===== src/rtl/core/iolam_ram.sv =====
// Simple dual-port synchronous RAM with a registered read.
`timescale 1ns / 1ps

module iolam_ram #(
   parameter int WIDTH = 64,
   parameter int DEPTH = 64,
   parameter int AW    = 6
) (
   input  logic             clock,
   input  logic             we,
   input  logic [AW-1:0]    waddr,
   input  logic [WIDTH-1:0] wdata,
   input  logic [AW-1:0]    raddr,
   output logic [WIDTH-1:0] rdata
);

   logic [WIDTH-1:0] mem_ff [DEPTH];
   logic [WIDTH-1:0] rdata_ff;

   always_ff @(posedge clock) begin
      if (we) begin
         mem_ff[waddr] <= wdata;
      end
      rdata_ff <= mem_ff[raddr];
   end

   assign rdata = rdata_ff;

endmodule


===== config.mk =====
export PLATFORM = sky130hd
export DESIGN_NAME = iolam_ram
export DESIGN_NICKNAME = d
export VERILOG_FILES = /design/src/rtl/core/iolam_ram.sv
export SDC_FILE = /design/constraint.sdc
export NUM_CORES = 2
export LEC_CHECK = 0
export ABC_CLOCK_PERIOD_IN_PS = 11900
export BUFFER_PORTS_ARGS = -buffer_cell sky130_fd_sc_hd__buf_4
export CORE_MARGIN = 1
export CORE_UTILIZATION = 55
export DETAILED_ROUTE_END_ITERATION = 12
export GPL_TIMING_DRIVEN = 0
export PLACE_DENSITY_LB_ADDON = 0.05
export SYNTH_ARGS = -nofsm -noshare
export SYNTH_HDL_FRONTEND = slang
export SYNTH_SLANG_ARGS = --single-unit

===== constraint.sdc =====
create_clock -name clock -period 11.9 [get_ports clock]
set_input_delay 1.19 -clock clock [delete_from_list [all_inputs] [get_ports clock]]
set_output_delay 1.19 -clock clock [all_outputs]
set_load 0.01 [all_outputs]

# Word level (Yosys, flattened, before mapping)
# Memory sizes are Yosys's and may differ from the RTL's. A register that Yosys moved wholly into a read port is not among the register bits.
# Cells that the tools add are included.
dict set report classes {
  n_mux 2
}
# op n
set op_table {}
lappend op_table {{two-way mux 1 bit} 2}
dict set report word_totals {
  regBits 0
  ram_bits 4096
  inputBits 78
  output_inout_bits 64
  elab_cells 3
  memories 1
}
# memory depth word_bits read_ports rd_clocked_by_memory_dff write_ports line_no
set mem_list {}
lappend mem_list {mem_ff 64 64 1 1 1 17} ;# logic [WIDTH-1:0] mem_ff [DEPTH];

# Depth between registers and ports, before layout
dict set report depth {
  depth_word 2
  mapped_depth 9
  depth_no_buf 5
}

# Worst setup path before layout
# No wires, ideal clock.
dict set report synth_path {
  path_kind {input -> register}
  startpoint {input port waddr[3]}
  endpoint {memory mem_ff[48][0] (enable)}
  setup_ns 0.564
  t_arrival_ns 6.062
  required_ns 11.336
  slack_ns 5.274
  cell_stages 4
  n_path_buf 1
  path_cell_list {clkbuf_1 nor2b_1 nand4b_1 nor3_1}
}
# element line_no
set synth_rtl {}
lappend synth_rtl {{from (decl)} 11} ;# input logic [AW-1:0] waddr,
lappend synth_rtl {{to (decl)} 17}
# Straight into the memory's write port.

==> results_dict.tcl <==
set metrics [dict create \
    worst_slack_ps 7200 \
    fp.dieArea_um2 286000 \
    finalSetupViolCount 0 \
    fmax_ghz 0.213 \
    cpPeakStageDelay_ps 1030 \
    drt-total-wl_mm 427 \
    period_utilization_pct 39.5 \
    cap_violations 2 \
    cts.hold.buffers_added 0 \
    ys_top_cells_by_area "edfxtp_1 79%, mux4_2 15%, mux2i_1 0.86%" \
    finish.cell_count_without_fillers 11500 \
    netlist_instances 6598 \
    hold_wc_path_type "input port to register" \
    grt_pass1_vias 76100 \
    dpl_worst_slack_ps 6350 \
    timing.critical_path.fanout_max 10 \
    power.density_nw_per_um2 170 \
    core_rows 195 \
    nets 7431 \
    port_buffers 133 \
    cts_tree "done" \
    grtUsageMet1_pct 43.6 \
    period_needed_ps 4700 \
    use_met3_pct 5.93 \
    grt_max_degree 65 \
    met2_global_route_usage_pct 47.0 \
    p_clk_share_pct 41.4 \
    drt_pass1_iterations 6 \
    timing_max_transition_violations_final 17 \
    count_leader_synth "edfxtp_1" \
    floorplan.die.height_um 535 \
    start_util_pct 55.3 \
    fin_setup_tns_ps 0 \
    power_report.internal_total_w 0.0240 \
    clock_skew_ps 35.1 \
    cp_slowest_cell "a41oi_1" \
    cts_max_level 5 \
    drc_errors 0 \
    synth_sequential_area_ratio_pct 79.5 \
    share_of_synthesized_registers_carrying_an_async_set_or_reset_pct 0 \
    post_synth_most_frequent_cells "4096 x edfxtp_1, 1024 x mux4_2, 170 x buf_2" \
    final_util_pct 63.7 \
    power_switching_share_pct 21.4 \
    crit_path_start_kind "input port" \
    netlist.area_leader.share_pct 78.7 \
    floorplan.die.width_um 535 \
    net-switching-power_w 0.00653 \
    syn_nets 6676 \
    fill_cells 18900 \
    synth_area_leader_cell "edfxtp_1" \
    top_usage_layer "met2" \
    synth-warning-count 0 \
    critical_path_required_ps 12620 \
    clock_pin_slew_on_the_worst_setup_and_hold_paths_ps 60 \
    power.share.sequential_pct 53.3 \
    peakVddDrop_mv 0.142 \
    combinational_power_share_pct 5.3 \
    grtUsageTotal_pct 30.1 \
    drive_above_1_share_pct 29.1 \
    synthesis.area_per_instance_um2 23.7 \
    number_of_different_library_cells_in_the_post_synthesis_netlist 33 \
    number_of_antenna_violations_at_the_first_check_in_global_routing 45 \
    drt.antenna.violating_nets 0 \
    areaGrowthSynthToFinish_pct 15.0 \
    cell_by_cell_trace_of_the_critical_path "buf_2 -> buf_4 -> buf_2 -> buf_2 -> buf_4 -> mux2i_1 -> nand2_1 -> a41oi_1 -> a211oi_1" \
    status "finished, violations left" \
    worst_path_arrival_ps 5420 \
    num_io_pins 142 \
    synth_seq_cells 4160 \
    vias 76100 \
    timing.final.hold_violations 0 \
    place_congestion 0.831 \
    timing.setup.critical_path_class "input port to register" \
    worstMarginPinSlew_ps 1660 \
    synth-main-ff-cell "edfxtp_1" \
    insertion_delay_ps 940 \
    failed_checks "capacitance limit, slew limit" \
    synth-edff-count 4096 \
    ctsLongestPathBuffers 4 \
    relSlewSlack_pct -10.8 \
    setup.worst_path.end_class "register" \
    cts_root_buffer "clkbuf_16" \
    cts-resized-gates 0 \
    iteration_0_drc_markers 10600 \
    cts_buffers 417 \
    hpwlAfterDp_mm 286 \
    post_cts_buffers 0 \
    rsz_0062_raised_after_global_routing "no" \
    p_leak_nw 56.4 \
    grt_overflow 0 \
    clock_sink_count 4160 \
    wire_length_per_cell_after_detailed_routing_um 37.1 \
    core_um2 283000 \
    timing.critical_path.mode_cell "buf_2" \
    post_synth_instance_area_um2 156000 \
    route.detailed.vias_per_inst 6.62 \
    grt_first_pass_wirelength_mm 591 \
    inst_count_dp 10700 \
]
## flip-flops by register name (all words and copies together) (netlist names)
name / count
mem_ff: 4096
rdata: 64
## cell type report
cell class / count / area [um2] / area share, %
flip-flops and latches: 4160 / 124000 / 69.1
multi-input cells: 2049 / 30700 / 17.1
clock buffers: 538 / 11300 / 6.28
repair buffers: 336 / 5130 / 2.85
well taps: 3743 / 4680 / 2.60
plain buffers: 370 / 1780 / 0.991
clock inverters: 226 / 1770 / 0.985
diodes: 51 / 128 / 0.0710
inverters: 19 / 71.3 / 0.0397
## layer usage
layer  up-vias  wire, um
li1      30100         -
met1     41300    167000
met2      4040    203000
met3       637     43000
met4        14     13900
met5         -        99
## kinds of logic (layout without fill, tap and decap cells)
logic type / after synthesis / count (layout) / share of synthesized area [%]
flip-flops: 4160 / 4160 / 79.5
multiplexers: 1159 / 1159 / 15.6
AO/OA/AOI/OAI: 504 / 504 / 2.48
buffers and inverters: 389 / 1489 / 1.18
AND/OR/NAND/NOR: 386 / 386 / 1.24
other: 0 / 51 / 0
## stage by stage
step           instance area (um2)  hold WS, ps  power, W
2_1_floorplan               156000          788    0.0173
3_3_place_gp                162000          879    0.0181
3_5_place_dp                167000          878    0.0182
4_1_cts                     180000          741    0.0306
5_1_grt                     180000          795    0.0313
6_report                    180000          798    0.0305
## critical path, delay by kind of cell
kind / cells / cell delay (ps)
AND/OR/NAND/NOR: 1 / 110
multiplexers: 1 / 530
AO/OA/AOI/OAI: 2 / 1260
buffers and inverters: 5 / 2270
## worst paths after layout
check	from	to	slack (ps)	depth (start not counted)
worst max-delay path	raddr[2]	rdata[58]$_DFF_P_	7200	9
worst min-delay path	wdata[45]	mem_ff[29][45]$_DFFE_PP_	800	1
worst max register to register	mem_ff[62][33]$_DFFE_PP_	rdata[33]$_DFF_P_	8950	5
worst min register to register	mem_ff[36][28]$_DFFE_PP_	rdata[28]$_DFF_P_	880	4
## cell usage in the layout (no fill, tap or decap), types with 29 or more instances in the layout
cell type and n:
buf_12 153, clkinv_1 101, clkinv_2 77, buf_16 31, mux4_2 1024, buf_2 171
clkbuf_1 231, diode_2 51, buf_4 169, nand3_1 45, o221ai_1 38, o22ai_1 81
dfxtp_1 64, a211oi_1 63, and3_1 64, edfxtp_1 4096, nand2_1 58, nor2_1 50
a22oi_1 168, a22o_1 88, clkbuf_16 431, mux2i_1 135, or3_1 29, nor2_4 62
## power groups by stage
stage / combinational (W) / clock [W] / sequential, W
global route: 0.00168 / 0.0133 / 0.0163
detailed placement: 0.00160 / 0 / 0.0166
floorplan: 0.000756 / 0 / 0.0166
finish: 0.00161 / 0.0126 / 0.0163
global placement: 0.00155 / 0 / 0.0166
CTS: 0.00161 / 0.0128 / 0.0163
Note: power is estimated with default switching activity, not from simulation.
