[src/rtl/core/iolam_bucket.sv]
// Two-stage log2 bucket finder for a 64-bit latency, clamped to the last bin.
`timescale 1ns / 1ps

module iolam_bucket #(
   parameter int HIST_BUCKETS = 32,
   parameter int BW = 5
) (
   input  logic          clock,
   input  logic [63:0]   delta,
   output logic [BW-1:0] bucket
);

   logic [2:0]    byte_idx_ff, byte_idx_in;
   logic [7:0]    byte_ff, byte_in;
   logic [2:0]    bit_idx;
   logic [5:0]    msb;
   logic [BW-1:0] bucket_ff, bucket_in;

   // stage 1: highest nonzero byte
   always_comb begin
      byte_idx_in = 3'd0;
      for (int g = 0; g < 8; g++) begin
         if (delta[g*8 +: 8] != 8'd0) begin
            byte_idx_in = 3'(g);
         end
      end
      byte_in = delta[byte_idx_in*8 +: 8];
   end

   // stage 2: highest set bit inside it
   always_comb begin
      bit_idx = 3'd0;
      for (int b = 0; b < 8; b++) begin
         if (byte_ff[b]) begin
            bit_idx = 3'(b);
         end
      end
      msb = {byte_idx_ff, bit_idx};
      if (32'(msb) >= 32'(HIST_BUCKETS - 1)) begin
         bucket_in = BW'(HIST_BUCKETS - 1);
      end else begin
         bucket_in = BW'(msb);
      end
   end

   always_ff @(posedge clock) begin
      byte_idx_ff <= byte_idx_in;
      byte_ff     <= byte_in;
      bucket_ff   <= bucket_in;
   end

   assign bucket = bucket_ff;

endmodule

[config.mk]
export PLATFORM = sky130hd
export DESIGN_NAME = iolam_bucket
export DESIGN_NICKNAME = d
export VERILOG_FILES = /design/src/rtl/core/iolam_bucket.sv
export SDC_FILE = /design/constraint.sdc
export NUM_CORES = 1
export LEC_CHECK = 0
export BUFFER_PORTS_ARGS = -buffer_cell sky130_fd_sc_hd__buf_2
export CAP_MARGIN = 5
export CORE_ASPECT_RATIO = 0.7
export CORE_MARGIN = 3
export CORE_UTILIZATION = 46
export CTS_BUF_LIST = sky130_fd_sc_hd__clkbuf_4 sky130_fd_sc_hd__clkbuf_8
export CTS_CLUSTER_SIZE = 10
export DETAILED_ROUTE_END_ITERATION = 16
export HOLD_SLACK_MARGIN = 0.15
export PLACE_DENSITY_LB_ADDON = 0.12
export SYNTH_ARGS = -nofsm -noshare
export SYNTH_HDL_FRONTEND = slang
export SYNTH_SLANG_ARGS = --single-unit
[constraint.sdc]
create_clock -name clock -period 4.9 [get_ports clock]
set_input_delay 1.225 -clock clock [delete_from_list [all_inputs] [get_ports clock]]
set_output_delay 1.225 -clock clock [all_outputs]
set_load 0.005 [all_outputs]
Word level (Yosys, flattened, before mapping):

Index checks and enable logic that the tools add are counted.

* register bits: 16
* input bits: 65

* reduce and logical (&&, ||, !) cells: 7
* mux-type cells: 14
* magnitude comparators: 1
* shift operators: 1

Operators with widths (number)
* $shiftx 64x7->8: 1
* $reduce_bool 8->1: 7
* $mux 3: 12
* $ge 6x5->1 const B: 1
* $mux 1: 2

Depth between registers and ports, before layout:

Gate-level depths: netlist of run 1.

* depth after elaboration: 9
* mapped depth: 7
* mapped depth without buffers: 6

Least setup slack after synthesis of run 1:

No wires, ideal clock.

* kind: in2reg
* start: input port delta[53]
* end: register byte_ff[7]
* slack: 1744 ps
* stages on the path: 6
* path buffers: 0
* data required time: 4776 ps
* arrival: 3032 ps
* cell sequence: or4_4 > nor4_4 > o31a_4 > mux2_4 > a221oi_2 > o21ai_1

* word-level cells in the longest chain between the ends: 4

RTL lines
* from (decl): line 9 `input logic [63:0] delta,`
* $reduce_bool 8->1: line 23 `if (delta[g*8 +: 8] != 8'd0) begin`
* $mux 3 (2 in series): line 23
* $shiftx 64x7->8: line 27 `byte_in = delta[byte_idx_in*8 +: 8];`
* named net byte_in[7]: line 14 `logic [7:0] byte_ff, byte_in;`
* to (signal assigned): line 48 `byte_ff <= byte_in;`
* to (decl): line 14

The timed path passes the listed nets, and every way through them passes these cells.
A chain may end at the register's enable or synchronous reset.

Worst setup path after layout of run 1:

* start: input port delta[59]
* end: register byte_ff[7]

* word-level cells in the longest chain between the ends: 3

RTL lines (line)
* $reduce_bool 8->1: 23
* $mux 3: 23
* $shiftx 64x7->8: 27
* named net byte_in[7]: 14

The timed path passes the listed nets, and every way through them passes these cells.

==> results of run 1 <==
==> cells in the final DEF, fill, tap and decap left out, drive strengths merged <==
cell and count:
dfxtp 15, clkbuf 3, o211ai 2, nand2 12, buf 69, nand2b 1
o31a 2, o211a 1, mux2 8, a21oi 11, mux2i 6, o21ai 5
a2bb2oi 4, inv 9, nand4 1, or4 8, nor3 2, clkinv 1
a221oi 5, a22oi 3, a211oi 1, nor4 7, nor2 11, a221o 1
and4bb 1, or2 3, nor3b 1
==> sequential cells by signal, summed over array words and instances, names as in the netlist <==
| register | flops |
|---|---|
| bucket | 5 |
| byte_idx_ff | 3 |
| byte_ff | 7 |
==> critical path, stage by stage <==
cell and delay [ps]:
sky130_fd_sc_hd__buf_2 110, sky130_fd_sc_hd__or4_1 610, sky130_fd_sc_hd__nor4_4 460, sky130_fd_sc_hd__o31a_4 340
sky130_fd_sc_hd__mux2_4 330, sky130_fd_sc_hd__a221oi_2 220, sky130_fd_sc_hd__o21ai_1 100
==> report_power, final <==
| part | switching, W | internal, W | total, W | leakage [nW] |
|---|---|---|---|---|
| Clock | 0.0000383 | 0.0000303 | 0.0000686 | 0.0177 |
| Sequential | 0.00000134 | 0.000125 | 0.000126 | 0.124 |
| Combinational | 0.0000214 | 0.0000280 | 0.0000494 | 0.530 |
==> area by class of cell <==
class | count | area (um2)
Multi-Input combinational cell | 96 | 700.7
Tap cell | 30 | 37.54
Clock buffer | 3 | 22.52
Clock inverter | 1 | 5.005
Timing Repair Buffer | 69 | 347.8
Inverter | 9 | 33.78
Sequential cell | 15 | 300.3
Fill cell | 175 | 553.0
==> worst paths after layout <==
path | startpoint | cells past startpoint | slack (ps) | end
max | delta[59] | 7 | 1670 | byte_ff[7]
min | byte_idx_ff[0] | 1 | 420 | bucket[3]
min reg2reg | byte_idx_ff[0] | 1 | 420 | bucket[3]
max reg2reg | byte_ff[2] | 5 | 4100 | bucket[0]
==> through the flow <==
stage               worst slack [ps]  instances  utilization [%]
floorplan                       1744        122                -
detailed placement              1377        219            70.98
global placement                1422        219            70.98
global route                    1537        223            72.36
finish                          1667        223            72.36
CTS                             1674        223            72.36
==> logic make-up (layout without fill, tap and decap cells) <==
| kind of cell | after synthesis | after routing | synth area share [%] |
|---|---|---|---|
| buffers and inverters | 11 | 82 | 4.420 |
| flip-flops | 15 | 15 | 28.67 |
| AND/OR/NAND/NOR | 47 | 47 | 26.76 |
| AO/OA/AOI/OAI | 35 | 35 | 25.45 |
| multiplexers | 14 | 14 | 14.69 |
==> routing by layer <==
layer / part of all wire [%] / wire length, um / GRT usage (%) / up-vias
li1: - / - / - / 610
met1: 44 / 1408 / 29.94 / 555
met2: 46 / 1469 / 39.41 / 61
met3: 9.9 / 319 / 7.407 / 2
met4: 0.59 / 19 / 4.386 / 0
met5: 0 / 0 / 0 / -
==> tab_implementation.tex, run 1 <==
\begin{tabular}{lr}
\hline
Metric & Value \\
\hline
\multicolumn{2}{l}{\textbf{Run status}} \\
Result of the run & complete, no violations \\
\multicolumn{2}{l}{\textbf{Logic synthesis}} \\
Synthesized flop and latch total & 15 \\
Top flip-flop cell by instance count after synthesis & sky130\_fd\_sc\_hd\_\_dfxtp\_1 \\
Share of the yosys chip area belonging to registers & around 29\% \\
Async set-or-reset flop fraction in the synthesized netlist & 0\% \\
Syn avg cell area & 8.584 um2 \\
Synth cell types & 35 \\
Top-area cell type share of the netlist area & between 20\% and 30\% \\
Netlist Area Pre-Place & $\sim$0.0010 mm2 \\
Count of warnings emitted by yosys & 0 \\
Cell type with the highest aggregate area in the netlist & sky130\_fd\_sc\_hd\_\_dfxtp\_1 \\
Cell with the most instances after synthesis & sky130\_fd\_sc\_hd\_\_dfxtp\_1 \\
Top post-synthesis cells by area & sky130\_fd\_sc\_hd\_\_dfxtp\_1 (29\%), sky130\_fd\_sc\_hd\_\_mux2\_2 (6.5\%), sky130\_fd\_sc\_hd\_\_mux2i\_1 (5.7\%), sky130\_fd\_sc\_hd\_\_a21oi\_1 (5.3\%), sky130\_fd\_sc\_hd\_\_nand2\_1 (4.3\%) \\
Number of nets produced by synthesis & about 190 \\
Number of flops mapped to enable cells by yosys & 0 \\
Cell types with the highest counts after synthesis & sky130\_fd\_sc\_hd\_\_dfxtp\_1 (15), sky130\_fd\_sc\_hd\_\_nand2\_1 (12), sky130\_fd\_sc\_hd\_\_a21oi\_1 (11), sky130\_fd\_sc\_hd\_\_nor2\_1 (11), sky130\_fd\_sc\_hd\_\_inv\_1 (9) \\
Mapped Cells & between 100 and 150 \\
\multicolumn{2}{l}{\textbf{Worst setup path}} \\
CP Class & in -> reg \\
Crit-path max FO & 16 \\
Launching element type of the critical path & input pin \\
Crit end category & register \\
Required time of the critical path & slightly above 5000 ps \\
Data arrival time of the critical path & about 3400 ps \\
\multicolumn{2}{l}{\textbf{Power and ir drop}} \\
Power per standard cell area & approximately 170 mW/mm2 \\
Standby leakage power & between 0.6 and 0.7 nW \\
Worst VDD drop & between 0.1 and 0.15 mV \\
Overall power of the completed layout & about 0.00024 W \\
\multicolumn{2}{l}{\textbf{Floorplan}} \\
Die Footprint & a little under 0.003 mm2 \\
Row count & 13 \\
Floorplan die height & about 46 um \\
I/O pin cnt & 70 \\
Width of the chip & $\sim$63 um \\
Initial Util & between 50\% and 60\% \\
Core footprint & about 0.0020 mm2 \\
\multicolumn{2}{l}{\textbf{Clocking}} \\
Clock Root Buffer & sky130\_fd\_sc\_hd\_\_clkbuf\_4 \\
H-tree depth & 1 \\
Clock Pin Slew Worst Setup and Hold Paths & around 80 ps \\
Number of clock sinks & 15 \\
Post-CTS Setup Bufs & 0 \\
TritonCTS clock tree & yes \\
Clock buffer depth & 2 \\
Number of buffers created by CTS & 3 \\
Post-CTS sizing & 0 \\
\# hold bufs at CTS & 0 \\
Skew-Pair Late Insertion Delay & 280 ps \\
\multicolumn{2}{l}{\textbf{Routing}} \\
DRC violations left & 0 \\
DR WL/cell & between 10 and 15 um \\
Via count normalized by instance count & 5.507 \\
Total iterations of the first detailed-routing run & 4 \\
Aggregate routed wire length & $\sim$3200 um \\
1st-iter DRT viols & 51 \\
Vias post-DR & approximately 1,200 \\
Number of routed nets with antenna violations & 0 \\
\multicolumn{2}{l}{\textbf{Final layout}} \\
Design Area, Final & 0.001448 mm2 \\
Share of layout cells above drive strength 1 & a little under half \\
Antenna diode count & 0 \\
Layout area overhead & 38.23\% \\
Total number of nets in the final design & between 200 and 300 \\
\multicolumn{2}{l}{\textbf{Global route}} \\
Leftover overflow at the end of global routing & 0 \\
Wire length of the first global-routing pass & 5209 um \\
Maximum number of pins on one net before global-route repair & 17 \\
Via count of the first global-routing pass & roughly 1,200 \\
Overall Global Routing Usage & 23.37\% \\
Initial antenna violation count & 0 \\
\multicolumn{2}{l}{\textbf{Place}} \\
Gp weighted congestion & between 0.9 and 1 \\
Number of port buffers & approximately 70 \\
Half-perimeter wire length of the detailed placement result & 2765 um \\
Placed cell area & between 0.001 and 0.0015 mm2 \\
\multicolumn{2}{l}{\textbf{Timing}} \\
Transition at the pin with the smallest max-transition slack & between 500 and 600 ps \\
Final period demand of the worst path & 3233 ps \\
Final period util & 65.98\% \\
Final-layout setup total negative slack & 0 ps \\
Peak Freq & slightly above 300 MHz \\
Count of final hold-check violations & 0 \\
WHS & 417.8 ps \\
Relative slew slack & between 60\% and 70\% \\
Setup-violating endpoint count in the final report & 0 \\
Fin. max-slew vios & 0 \\
Worst clock skew on the final layout & roughly 3.4 ps \\
Unrepaired setup endpoints after global routing & false \\
\multicolumn{2}{l}{\textbf{Hold path}} \\
Class of the tightest hold or removal check & reg -> reg \\
\multicolumn{2}{l}{\textbf{Flow run}} \\
Max cap viols & 0 \\
\hline
\end{tabular}
(Power assumes the default switching activity.)
==> inputs of run 2 (changes only) <==
--- a/config.mk
+++ b/config.mk
@@ -9,7 +9,7 @@
 export CAP_MARGIN = 5
 export CORE_ASPECT_RATIO = 0.7
 export CORE_MARGIN = 3
-export CORE_UTILIZATION = 46
+export CORE_UTILIZATION = 43
 export CTS_BUF_LIST = sky130_fd_sc_hd__clkbuf_4 sky130_fd_sc_hd__clkbuf_8
 export CTS_CLUSTER_SIZE = 10
 export DETAILED_ROUTE_END_ITERATION = 16
==> constraint.sdc (replaced) <==
create_clock -name clock -period 3.1 [get_ports clock]
set_input_delay 0.775 -clock clock [delete_from_list [all_inputs] [get_ports clock]]
set_output_delay 0.775 -clock clock [all_outputs]
set_load 0.005 [all_outputs]
==> run 2 against run 1 <==
  * Global-route usage is 0.58 points lower
  * Via count rose by 2.3%
  * Design area is 2.2% higher
  * Sequential share of layout area decreased by 0.46 points
  * Clock skew up 2.0 ps
  * Utilization is 5.8 points lower
  * First-iteration DRC count rose by 55%
  * Largest power group unchanged
  * Count of clock-buffer cells in the layout unchanged
  * Total power rose by 60%
  * Hold slack gained 7.9 ps
==> tab_implementation.tex, run 2 (synthesis results as in run 1) <==
\begin{tabular}{lr}
\hline
Metric & Value \\
\hline
\multicolumn{2}{l}{\textbf{Clocking}} \\
Number of buffers created by CTS & 3 (unchanged) \\
Post-CTS sizing & 0 (unchanged) \\
H-tree depth & 1 (unchanged) \\
Clock Pin Slew Worst Setup and Hold Paths & 90 ps (about the same) \\
Clock Root Buffer & sky130\_fd\_sc\_hd\_\_clkbuf\_4 \\
Number of clock sinks & 15 (unchanged) \\
Post-CTS Setup Bufs & 0 (unchanged) \\
Skew-Pair Late Insertion Delay & 290 ps (about the same) \\
Clock buffer depth & 2 (unchanged) \\
TritonCTS clock tree & yes \\
\# hold bufs at CTS & 0 (unchanged) \\
\multicolumn{2}{l}{\textbf{Routing}} \\
Total iterations of the first detailed-routing run & 5 (+1) \\
1st-iter DRT viols & 79 (+55\%) \\
Vias post-DR & 1,256 (+2.3\%) \\
DR WL/cell & 14.73 um (+2.1\%) \\
Number of routed nets with antenna violations & 0 (unchanged) \\
Aggregate routed wire length & 3373 um (+4.9\%) \\
DRC violations left & 0 (unchanged) \\
Via count normalized by instance count & 5.485 (-0.40\%) \\
\multicolumn{2}{l}{\textbf{Worst setup path}} \\
Depth of the worst register-to-register path & 5 (unchanged) \\
Launching element type of the critical path & input pin \\
Worst flop-to-flop path endpoint & bucket[0] \\
CP Cell Sequence & buf\_2, nor4\_1, nand4\_1, o211ai\_2, nand2\_1, a2bb2oi\_1, a22oi\_1 \\
Slowest-stage cell, CP & sky130\_fd\_sc\_hd\_\_nor4\_1 \\
Crit-path max FO & 8 (-8) \\
Crit end category & register \\
Start of the worst register-to-register path & byte\_ff[2] \\
Internal reg-to-reg setup slack & 2280 ps (-1820 ps) \\
CP bufs+invs & 1 (unchanged) \\
Kind of cell adding the most delay to the critical path & simple AND/OR/NAND/NOR gates \\
Highest cell delay on the worst timing path & 490 ps (-120 ps) \\
Data arrival time of the critical path & 2850 ps (-550 ps) \\
Required time of the critical path & 3310 ps (-1750 ps) \\
CP Class & in -> reg \\
\multicolumn{2}{l}{\textbf{Timing}} \\
Relative slew slack & 65.02\% (+1.4 points) \\
Final period demand of the worst path & 2636 ps \\
Transition at the pin with the smallest max-transition slack & 519.9 ps (-22.06 ps) \\
Setup-violating endpoint count in the final report & 0 (unchanged) \\
Peak Freq & around 380 MHz \\
Count of final hold-check violations & 0 (unchanged) \\
Final period util & about 85\% \\
Fin. max-slew vios & 0 (unchanged) \\
Worst clock skew on the final layout & 5.373 ps (+2.007 ps) \\
Unrepaired setup endpoints after global routing & false \\
Final-layout setup total negative slack & 0 ps (unchanged) \\
\multicolumn{2}{l}{\textbf{Hold path}} \\
Class of the tightest hold or removal check & reg -> reg \\
Terminating pin of the worst hold path & bucket[4] \\
Hold depth & 1 (unchanged) \\
Beginning of the worst hold path & byte\_idx\_ff[1] \\
\multicolumn{2}{l}{\textbf{Final layout}} \\
Non-filler cells in the finished layout & 229 (+2.7\%) \\
Share of layout cells above drive strength 1 & 48.73\% (+1.1 points) \\
Layout area overhead & 41.34\% \\
Max FFs per register & 7 (unchanged) \\
Post-layout utilization of the core & 66.54\% (-5.8 points) \\
Total number of nets in the final design & 263 (+1.5\%) \\
Top reg by flops & byte\_ff \\
Antenna diode count & 0 (unchanged) \\
Leading cell type in the layout, fill and taps excluded & sky130\_fd\_sc\_hd\_\_buf\_2 \\
Design Area, Final & 0.001480 mm2 (+2.2\%) \\
Most used cells in the layout excluding fill and tap cells & sky130\_fd\_sc\_hd\_\_buf\_2 (68), sky130\_fd\_sc\_hd\_\_dfxtp\_1 (15), sky130\_fd\_sc\_hd\_\_nand2\_1 (12), sky130\_fd\_sc\_hd\_\_nor2\_1 (11), sky130\_fd\_sc\_hd\_\_a21oi\_1 (11) \\
\multicolumn{2}{l}{\textbf{Power and ir drop}} \\
Power per standard cell area & 264.2 mW/mm2 (+57\%) \\
Standby leakage power & 0.6929 nW (+3.3\%) \\
Worst VDD drop & 0.2150 mV (+46\%) \\
\multicolumn{2}{l}{\textbf{Place}} \\
Placed cell area & 0.001453 mm2 (+2.3\%) \\
Half-perimeter wire length of the detailed placement result & 2844 um (+2.9\%) \\
Number of port buffers & 68 (unchanged) \\
Post-placement cell count & 225 (+2.7\%) \\
Gp weighted congestion & 0.9055 (-0.14\%) \\
\multicolumn{2}{l}{\textbf{Floorplan}} \\
Row count & 14 (+1) \\
I/O pin cnt & 70 (unchanged) \\
Initial Util & 47.08\% (-5.3 points) \\
Width of the chip & 64.99 um (+3.1\%) \\
Floorplan die height & 47.29 um (+3.0\%) \\
Die Footprint & 0.003073 mm2 (+6.2\%) \\
Core footprint & 0.002225 mm2 (+11\%) \\
\multicolumn{2}{l}{\textbf{Global route}} \\
Maximum number of pins on one net before global-route repair & 16 (-1) \\
Initial antenna violation count & 0 (unchanged) \\
Via count of the first global-routing pass & 1,190 (-0.92\%) \\
Leftover overflow at the end of global routing & 0 (unchanged) \\
Overall Global Routing Usage & 22.80\% (-0.58 points) \\
Wire length of the first global-routing pass & 5306 um (+1.9\%) \\
\multicolumn{2}{l}{\textbf{Flow run}} \\
Max cap viols & 0 (unchanged) \\
\multicolumn{2}{l}{\textbf{Run status}} \\
Result of the run & complete, no violations \\
\hline
\end{tabular}
-- run 2: changes by cell type in the layout (fill, tap and decap cells not counted) --
cell,before,now
sky130_fd_sc_hd__buf_4,1,5
-- run 2: how the worst max path moves through the flow --
stage / startpoint / to / slack [ps] / cells after the start
finish: delta[44] / byte_ff[2] / 460 / 7
floorplan: delta[53] / byte_ff[7] / 390 / 6
CTS: delta[44] / byte_ff[2] / 480 / 7
detailed placement: delta[36] / byte_ff[7] / 200 / 7
global placement: delta[36] / byte_ff[7] / 230 / 7
global route: delta[44] / byte_ff[2] / 300 / 7
-- run 2: where the power goes --
| group | switching [W] | leakage [nW] | internal, W |
|---|---|---|---|
| registers | 0.00000213 | 0.124 | 0.000198 |
| logic | 0.0000342 | 0.551 | 0.0000444 |
| clock network | 0.0000647 | 0.0177 | 0.0000480 |
-- run 2: cell type report --
class | instances | area (um2)
clock buffer | 3 | 22.52
clock inverter | 1 | 5.005
fill | 209 | 744.5
inverter | 9 | 33.78
multi-input combinational | 96 | 700.7
sequential | 15 | 300.3
tap | 32 | 40.04
timing repair buffer | 73 | 377.9
-- run 2: routing by layer --
| metal | part of all wire (%) | up-vias | GRT usage [%] |
|---|---|---|---|
| li1 | - | 622 | - |
| met3 | 9.3 | 2 | 5.742 |
| met2 | 45 | 68 | 39.43 |
| met5 | 0 | - | 0 |
| met4 | 0.36 | 0 | 2.521 |
| met1 | 45 | 564 | 30.21 |
-- run 2: metrics by stage --
stage | total power [W] | worst slack, ps | hold WS [ps]
global route | 0.0004110 | 302.3 | 435.3
global placement | 0.0002788 | 233.2 | 393.7
finish | 0.0003910 | 464.2 | 425.8
floorplan | 0.0002289 | 393.7 | 389.5
detailed placement | 0.0002813 | 200.5 | 409.9
CTS | 0.0003894 | 476.7 | 430.3
